File: src/hdl/pfba_pkg.sv
// Shared types and constants for the page frame bitmap allocator.
// Used by pfba_map_ram and page_frame_bitmap_allocator_core.
package pfba_pkg;

  localparam int unsigned DEF_MAP_BYTES   = 512;
  localparam int unsigned DEF_FRAME_BYTES = 4096;

  localparam int unsigned MODE_W   = 2;
  localparam int unsigned ADDR_W   = 32;
  localparam int unsigned LEN_W    = 32;
  localparam int unsigned FADDR_W  = 24;
  localparam int unsigned STATUS_W = 2;
  localparam int unsigned MAP_DW   = 8;

  typedef enum logic [MODE_W-1:0] {
    MODE_SUPPLY = 2'd0,
    MODE_ALLOC  = 2'd1,
    MODE_FREE   = 2'd2,
    MODE_CLEAR  = 2'd3
  } mode_e;

  typedef enum logic [STATUS_W-1:0] {
    STATUS_DONE    = 2'd0,
    STATUS_OOM     = 2'd1,
    STATUS_OUTSIDE = 2'd2
  } status_e;

  typedef enum logic [2:0] {
    ST_CLEAR,
    ST_IDLE,
    ST_PREP,
    ST_BOUND,
    ST_FILL,
    ST_SCAN
  } state_e;

endpackage

File: src/hdl/pfba_map_ram.sv
// Free-frame bitmap storage: one write port, one registered read port.
// Depends on pfba_pkg for the entry width.
module pfba_map_ram #(
  parameter int unsigned DEPTH = pfba_pkg::DEF_MAP_BYTES,
  parameter int unsigned AW    = (DEPTH > 1) ? $clog2(DEPTH) : 1
) (
  input  logic                        clk_i,
  input  logic                        we_i,
  input  logic [AW-1:0]               waddr_i,
  input  logic [pfba_pkg::MAP_DW-1:0] wdata_i,
  input  logic                        re_i,
  input  logic [AW-1:0]               raddr_i,
  output logic [pfba_pkg::MAP_DW-1:0] rdata_o
);
  import pfba_pkg::*;

  logic [MAP_DW-1:0] mem_q [DEPTH];
  logic [MAP_DW-1:0] rdata_q;

  always_ff @(posedge clk_i) begin
    if (we_i) begin
      mem_q[waddr_i] <= wdata_i;
    end
  end

  always_ff @(posedge clk_i) begin
    if (re_i) begin
      rdata_q <= mem_q[raddr_i];
    end
  end

  assign rdata_o = rdata_q;

endmodule
File: config.mk
export PLATFORM = sky130hd
export DESIGN_NAME = pfba_map_ram
export DESIGN_NICKNAME = d
export VERILOG_FILES = /design/src/hdl/pfba_pkg.sv /design/src/hdl/pfba_map_ram.sv
export SDC_FILE = /design/constraint.sdc
export NUM_CORES = 2
export LEC_CHECK = 0
export BUFFER_PORTS_ARGS = -buffer_cell sky130_fd_sc_hd__buf_2
export CORE_ASPECT_RATIO = 2
export CORE_MARGIN = 8
export CORE_UTILIZATION = 54
export CTS_CLUSTER_DIAMETER = 50
export CTS_CLUSTER_SIZE = 14
export DETAILED_ROUTE_END_ITERATION = 6
export GPL_ROUTABILITY_DRIVEN = 0
export PLACE_DENSITY = 0.66
export SETUP_SLACK_MARGIN = 0.15
export SYNTH_ARGS = -nofsm -noshare
export SYNTH_HDL_FRONTEND = slang
export SYNTH_SLANG_ARGS = --single-unit
File: constraint.sdc
create_clock -name clk_i -period 3.25 [get_ports clk_i]
set_input_delay 0.325 -clock clk_i [delete_from_list [all_inputs] [get_ports clk_i]]
set_output_delay 0.325 -clock clk_i [all_outputs]
set_load 0.02 [all_outputs]
# Yosys cells after proc, flatten, opt, wreduce, memory -nomap -nowiden
# Memory sizes are Yosys's and may differ from the RTL's. A register that Yosys moved wholly into a read port is not among the register bits.
# Cells that the tools add are included.
# totals
out_inout_bits	8
reg_bits	0
in_bits	29
mem_count	1
ram_bits	4096
# classes
mux	2
# mem_list
memory	depth	word_bits	rd	rd_ports_with_merged_regs	wr	line_no	source
mem_q	512	8	1	1	1	pfba_map_ram.sv:17	logic [MAP_DW-1:0] mem_q [DEPTH];
# op_table
operator	n
two-way mux 1 bit	2

# Longest topological paths before layout
# depth
word_depth	2
depth_mapped	12

# Worst setup path after synthesis
# OpenSTA, ideal clock, no wires.
# synth_path
path_type	in2reg
startpoint	input port raddr_i[0]
endpoint	register rdata_q[0], in the netlist rdata_o[0] (read register of mem_q) (data pin)
n_path_buf	4
setup_slack_ps	814
setup_time_ps	257
arrival_ps	2179
cell_stages	10
cell_sequence	buf_4 buf_12 buf_12 buf_2 mux4_2 o21ai_0 nand3_1 nand4_1 o21ai_0 o2111a_1
# synth_rtl
item	line_no	source
start: declaration	pfba_map_ram.sv:12	input logic [AW-1:0] raddr_i,
end: declaration	pfba_map_ram.sv:18	logic [MAP_DW-1:0] rdata_q;

==> impl_results.md <==
- Status: completed
- Post-synthesis sequential area ratio: between 70% and 80%
- Final #Nets: between 8,000 and 9,000
- CP max FO: 2
- Tightest Pin Transition: approximately 1.3 ns
- RSZ-0062 raised after global routing: false
- Initial core utilization: a little over half
- Critical path required time: 4.04 ns
- Clk buf depth: 4
- HP Class: input pin to register
- Root Buffer: clkbuf_16
- DR vias: between 80,000 and 90,000
- Initial antenna violation count: 18
- Setup ws final: 0.116 ns
- Worst-Skew Late Latency: about 0.92 ns
- Netlist Area Pre-Place: 160,000 sq um
- Die height: 786 um
- DRT Wirelength: 442 mm
- Yosys reg bits: between 4,000 and 5,000
- Post-synthesis average cell area: 19.9 sq um
- CTS H-Tree Depth: 5
- Yosys Warn Count: 0
- Synth Area in XOR/XNOR: 0%
- First-pass GRT wire length: 625 mm
- Final Hold Viols: 0
- Vias in the first global route: just under 90,000
- IO Pins: 37
- Slew Limit Fails: 0
- Period utilisation layout: 96.4%
- Rel. slew slack: 11.5%
- DR iter-0 viols: 8,246
- Post-DRT Antenna Nets: 0
- Largest family of logic cells by synthesized area: multiplexers
- Row Count: 282
- Dpl cells: around 12,000
- Grt total ovfl: 0
- Die ar.: 315,000 sq um
- Crit path launch type: register
- Setup-failing EPs final: 0
- Critical setup path kind: register to register
- Syn-to-layout area delta: 12.6%
- Mean number of vias per cell: 6.53
- Crit path DAT: between 3 and 4 ns
- Commonest non-fill, non-tap cell in the layout: edfxtp_1
- Post-synth top flop: edfxtp_1
- Clock-pin slew on the worst setup and hold paths: 0.07 ns
- CTS tree: yes
- Syn_nets: 8,059
- Post CTS Setup Buffer Count: 0
- Post-synthesis simple-gate area fraction: 2.63%
- Post-DP HPWL: 300 mm
- Largest net degree at the start of global routing: 117
- Post-synthesis mux area share: between 10% and 20%
- # Max-Cap Violations: 0
- EDFF count, synth: about 4,100
- CP Capture Type: register
- Post-synth ARST share: 0%
- Most frequent cells in the layout: edfxtp_1, mux2i_1, buf_4, mux4_2, nor2_1
- GR Util All Layers: between 20% and 30%
- CTS Sinks: 4,104
- Max frequency: 0.319 GHz
- Netlist cell types: 50
- Max VDD drop: 0.644 mV
- Synth Area in Compound Gates: about 4.3%
- Port bufs: 36
- Core Area: 295,000 sq um
- Residual DRC count: 0
- Post-Synthesis Cells: 8,030
- Non-filler cells in the finished layout: 12,700
- Layout Skew: 0.0685 ns
- Layout cells sized above 1: 22.9%
- Pwr dens: 557 nW/um^2
- Leakage: 58.2 nW
- Num CTS Buffers: 335
- Routed length per instance: 34.8 um
- Die width: 401 um
- Adder and majority gate portion of the synthesized area: 0%
- Worst Setup Slack post-DPL: -0.656 ns
- Min Clock Period, post-route: 3.13 ns
- Drt first pass iters: 6
- Worst hold margin: 0.270 ns
layout make-up:
cell class	count	area, sq um
sequential	4104	123000
antenna	5	12.5
fill	20600	115000
inverter	3	18.8
clock inverter	15	220
timing repair buffer	984	9340
multi-input combinational	3410	34000
tap	3834	4800
clock buffer	340	8510
flip-flops by register name, indices dropped and copies added (netlist names):
name / flops
mem_q: 4096
rdata_o: 8
repair_timing:
action / CTS / global route
hold endpoints to repair: 171 / 0
pin swaps: 0 / 0
hold buffers: 9 / 0
resized for setup: 1 / 1
endpoints found under the setup margin: 1 / 1
stage by stage:
stage | util [%] | area, sq um | total power (W) | TNS, ns
floorplan | - | 160000 | 0.0622 | 0
global placement | 58.1 | 171000 | 0.0653 | -4.71
detailed placement | 58.1 | 171000 | 0.0654 | -10.86
CTS | 61.1 | 180000 | 0.101 | 0
global route | 61.1 | 180000 | 0.102 | 0
finish | 61.1 | 180000 | 0.100 | 0
Yosys cell counts, types with 5 or more instances:
cell type / instances / area share [%]
buf_2: 57 / 0.18
o311ai_0: 5 / 0.027
buf_12: 5 / 0.063
nand3_1: 36 / 0.11
o31ai_1: 13 / 0.061
nor4_1: 36 / 0.14
nand4_1: 32 / 0.13
a211oi_1: 17 / 0.080
edfxtp_1: 4104 / 77
nand2_1: 111 / 0.26
and2_1: 20 / 0.078
o221ai_1: 371 / 2.0
a22oi_1: 61 / 0.29
a22o_1: 5 / 0.027
nor3b_1: 8 / 0.038
o22ai_1: 163 / 0.64
o41ai_1: 7 / 0.038
mux4_2: 654 / 9.2
nor3_1: 109 / 0.34
a21oi_1: 194 / 0.61
o21ai_0: 118 / 0.37
mux2i_1: 797 / 5.0
clkbuf_1: 265 / 0.62
buf_1: 41 / 0.096
buf_8: 11 / 0.10
buf_4: 70 / 0.33
nor2_1: 597 / 1.4
or3_1: 6 / 0.023
buf_6: 64 / 0.45
nor2b_1: 6 / 0.023
o2111a_1: 8 / 0.056
report_power, final:
| group | switching [W] | leakage, nW | internal [W] |
|---|---|---|---|
| Combinational | 0.00387 | 17.0 | 0.00213 |
| Clock | 0.0175 | 4.29 | 0.0185 |
| Sequential | 0.0000399 | 36.9 | 0.0583 |
| Total | 0.0214 | 58.2 | 0.0789 |
layer usage:
layer	share of wire (%)	GRT usage (%)	vias to the layer above
li1	-	-	34700
met1	32	29.2	43400
met2	53	50.6	3670
met3	6.2	3.71	1173
met4	8.9	19.7	14
met5	0.020	0	-
logic make-up after synthesis:
logic type / count (synthesis)
buf+inv: 516
compound gates: 979
simple gates: 980
flops: 4104
mux: 1451
critical path: stages (launching register included):
cell,delay [ns]
edfxtp_1,0.32
mux2i_1,0.06
o221ai_1,0.46
nor3_1,0.22
nor4_1,0.99
buf_4,0.26
o311ai_0,0.22
nor4_1,0.25
o2111a_1,0.23
path summary, 6_finish.rpt:
check,slack [ns],cells after the start,from,end
worst max-delay path,0.12,8,mem_q[34][0],rdata_o[0]
worst min-delay path,0.27,4,waddr_i[1],mem_q[259][3]
worst max register to register,0.12,8,mem_q[34][0],rdata_o[0]
worst min register to register,1.24,6,mem_q[296][0],rdata_o[0]
No activity file was read; power rests on OpenSTA's default activity.
